$ cat src/rtl/rtm_pkg.sv
// Shared types and constants for the region trigger matcher.
// No dependencies.
package rtm_pkg;
  localparam int unsigned RecDepth = 1024;
  localparam int unsigned SlotDepth = 256;
  localparam int unsigned RecAw = $clog2(RecDepth);
  localparam int unsigned SlotAw = $clog2(SlotDepth);
  localparam int unsigned QDepth = 2;

  localparam logic [1:0] CmdWrRec = 2'd0;
  localparam logic [1:0] CmdWrSlot = 2'd1;
  localparam logic [1:0] CmdMatch = 2'd2;
  localparam logic [1:0] CmdUnused = 2'd3;

  localparam logic [1:0] StOk = 2'd0;
  localparam logic [1:0] StNoMatch = 2'd1;
  localparam logic [1:0] StInvalid = 2'd2;
  localparam logic [1:0] StRange = 2'd3;

  typedef struct packed {
    logic [7:0] rows;
    logic [7:0] flag;
    logic [15:0] first;
    logic [15:0] last;
    logic [15:0] action;
  } rec_t;

  // Classified job handed from front to back.
  typedef struct packed {
    logic walk;
    logic wr;
    rec_t rec;
    logic [1:0] status;
    logic [RecAw-1:0] start;
    logic [10:0] len;
    logic [15:0] pos;
    logic [16:0] stride;
  } job_t;
endpackage

$ cat src/rtl/rtm_queue.sv
// Short job queue between front and back ends.
// Depends on rtm_pkg.
module rtm_queue import rtm_pkg::*; (
  input  logic clk_i,
  input  logic rst_ni,
  input  logic push_i,
  input  job_t data_i,
  output logic full_o,
  output logic vld_o,
  output job_t data_o,
  input  logic pop_i
);
  job_t mem_q [QDepth];
  logic wp_q, rp_q;
  logic [1:0] cnt_q;

  assign full_o = cnt_q >= 2'(QDepth - 1);
  assign vld_o = cnt_q != 2'd0;
  assign data_o = mem_q[rp_q];

  always_ff @(posedge clk_i) begin
    if (push_i) begin
      mem_q[wp_q] <= data_i;
    end
  end

  always_ff @(posedge clk_i or negedge rst_ni) begin
    if (!rst_ni) begin
      wp_q <= 1'b0;
      rp_q <= 1'b0;
      cnt_q <= '0;
    end else begin
      if (push_i) begin
        wp_q <= !wp_q;
      end
      if (pop_i) begin
        rp_q <= !rp_q;
      end
      cnt_q <= cnt_q + 2'(push_i) - 2'(pop_i);
    end
  end
endmodule

$ cat config.mk
export PLATFORM = sky130hd
export DESIGN_NAME = rtm_queue
export DESIGN_NICKNAME = d
export VERILOG_FILES = /design/src/rtl/rtm_pkg.sv /design/src/rtl/rtm_queue.sv
export SDC_FILE = /design/constraint.sdc
export NUM_CORES = 1
export LEC_CHECK = 0
export BUFFER_PORTS_ARGS = -buffer_cell sky130_fd_sc_hd__buf_2
export CORE_ASPECT_RATIO = 0.6
export CORE_UTILIZATION = 56
export DETAILED_ROUTE_END_ITERATION = 8
export PLACE_DENSITY = 0.9
export SLEW_MARGIN = 20
export SYNTH_ARGS = -nofsm -noshare
export SYNTH_HDL_FRONTEND = slang
export SYNTH_SLANG_ARGS = --single-unit
$ cat constraint.sdc
create_clock -name clk_i -period 12.4 [get_ports clk_i]
set_input_delay 2.48 -clock clk_i [delete_from_list [all_inputs] [get_ports clk_i]]
set_output_delay 2.48 -clock clk_i [all_outputs]
set_load 0.1 [all_outputs]
==> impl_metrics.py <==
metrics = {
    "global_route": {
        "grt_pass1_wl_um": 24600,
        "grt_max_degree": 68,
        "grt_use_total_pct": 19.2,
        "grt_overflow_total": 0,
        "antenna_found_initial": 2,
        "grt_pass1_vias": 4639,
    },
    "placement": {
        "place.gp.congestion": 0.768,
        "pre_cts_slack_ns": 7.08,
        "hpwlAfterDp_um": 11500,
        "port_buffers": 249,
    },
    "clocking": {
        "postCtsHoldBufs": 0,
        "clk_pin_slew_ns": 0.06,
        "cts_resized": 0,
        "cts_tree": "built",
        "postCtsSetupBuffers": 0,
        "clockBufferDepth": 3,
        "cts_buffers": 22,
        "clock-sinks": 248,
        "cts-root-buf": "clkbuf_16",
        "clk_latency_ns": 0.49,
        "h-tree-depth": 1,
    },
    "synthesis": {
        "synth_fa_ha_area_share_pct": 0.269,
        "synth_cell_types": 15,
        "synth_top_area_share_pct": 78.8,
        "syn_nets": 523,
        "yosys_warnings": 0,
        "synth.cell_area_sq_um": 9290,
        "syn_inst": 395,
        "avgSynthCellArea_sq_um": 23.5,
        "synth_top_family_by_area": "multiplexers",
        "seq_area_frac_synth_pct": 79.9,
        "synth_xor_area_share_pct": 0.444,
        "ys_seq_elements": 248,
        "synthSimpleGateAreaFrac_pct": 0.202,
        "synthMuxAreaShare_pct": 17.6,
        "synth_compound_area_share_pct": 0,
        "ys_top_cells_by_area": "edfxtp_1, mux2_4, mux2_2",
        "yosys.area.top_type": "edfxtp_1",
    },
    "detailed_routing": {
        "postRouteAntennaNets": 0,
        "drt_iter0_drc": 296,
        "post_drt_via_cell_ratio": 5.17,
        "route.detailed.drc": 0,
        "finalWirelength_um": 16900,
        "routedWlPerCell_um": 19.2,
        "num_vias": 4564,
        "dr.pass1.iters": 4,
    },
    "cells_and_area": {
        "nFillCells": 1036,
        "insertedDiodeCount": 0,
        "multiInputGateArea_sq_um": 1730,
        "seqCellArea_sq_um": 7430,
        "drive_gt1_share_pct": 60.9,
        "final_common_cell": "buf_2",
        "fin_nets": 785,
        "final_cell_mix": "buf_2, edfxtp_1, mux2_4",
        "syn2layout_area_growth_pct": 22.8,
    },
    "die": {
        "rows": 36,
        "fp.dieW_um": 168,
        "io_pins": 250,
        "fp.dieH_um": 102,
        "start_util_pct": 57.3,
        "core-area_sq_um": 16200,
        "dieArea_sq_um": 17100,
    },
    "worst_setup_path": {
        "critPathMaxFanout": 65,
        "critPathLaunchType": "flip-flop",
        "critPathRequiredTime_ns": 9.92,
        "critPathKind": "flip-flop to primary output",
        "end_kind": "primary output",
        "worst-endpoint-arrival_ns": 3.34,
    },
    "sta": {
        "final.setup_skew_ns": 0.00868,
        "fmaxAchievable_ghz": 0.172,
        "slew-limit-headroom_pct": 26.1,
        "worst_slack_ns": 6.58,
        "rsz0062_at_grt": "false",
        "fin_setup_tns_ns": 0,
        "finalHoldViolations": 0,
        "period_share_pct": 47.0,
        "worstMarginPinSlew_ns": 1.11,
        "setup_viol": 0,
        "maxSlewViolCount": 0,
        "finalCriticalPeriod_ns": 5.82,
    },
    "outcome": {
        "status": "finished, final reports clean",
    },
    "worst_hold_path": {
        "hp-class": "flip-flop to flip-flop",
    },
    "job": {
        "cap_viol_max_count": 0,
    },
}
area by class of cell:
cell class	instances	area share (%)
Sequential cell	248	65.1
Multi-Input combinational cell	130	15.2
Timing Repair Buffer	253	11.2
Clock buffer	27	5.17
Tap cell	209	2.29
Clock inverter	13	1.02
Inverter	2	0.0658
cell families (layout without fill, tap and decap cells):
group | count (synthesis) | count (layout)
xor gates and xnor gates | 3 | 3
and+or+nand+nor | 3 | 3
adders and majority gates | 2 | 2
buffers and inverters | 17 | 295
DFF | 248 | 248
muxes | 122 | 122
cells in the mapped netlist:
library cell and instances:
xor2_1 2, xor3_1 1, ha_1 2, or2_2 1, and2_1 1, nor2b_1 1, buf_4 1, buf_2 5
mux2_4 70, buf_6 8, inv_1 2, buf_8 1, mux2_2 52, dfrtp_1 4, edfxtp_1 244
per-layer routing:
layer  wire length, um  up-vias  GRT usage [%]
li1                  -     2101              -
met1              6970     2235           24.1
met2              8340      205           32.8
met3              1410       21           6.45
met4               218        2           4.34
met5                15        -              0
registers in the layout, indices dropped and copies added (netlist names):
| register | count |
|---|---|
| mem_q | 244 |
| rp_q | 1 |
| wp_q | 1 |
| cnt_q | 2 |
through the flow:
step / util (%) / hold WS (ns) / cells / instance area (sq um)
2_1_floorplan: - / 0.455 / 395 / 9290
3_3_place_gp: 66.0 / 0.531 / 842 / 10700
3_5_place_dp: 66.0 / 0.558 / 842 / 10700
4_1_cts: 70.4 / 0.573 / 882 / 11400
5_1_grt: 70.4 / 0.598 / 882 / 11400
6_report: 70.4 / 0.569 / 882 / 11400
final timing paths:
kind,cells after the start,slack [ns],start,end
worst max-delay path,3,6.58,rp_q$_DFFE_PN0P_,data_o[80]
worst min-delay path,1,0.57,wp_q$_DFFE_PN0P_,wp_q$_DFFE_PN0P_
worst max register to register,2,10.00,wp_q$_DFFE_PN0P_,mem_q[1][53]$_DFFE_PP_
worst min register to register,1,0.57,wp_q$_DFFE_PN0P_,wp_q$_DFFE_PN0P_
max in group asynchronous,1,10.46,rst_ni,rp_q$_DFFE_PN0P_
min in group asynchronous,1,1.79,rst_ni,cnt_q[0]$_DFF_PN0_
critical path, cell delays in order (launching register included):
cell     delay (ns)
dfrtp_4        1.01
buf_4          0.92
mux2_4         0.31
buf_2          0.44
Power is not shown: default switching activity piles up to over one toggle a cycle in this logic, so the estimate is an artifact.
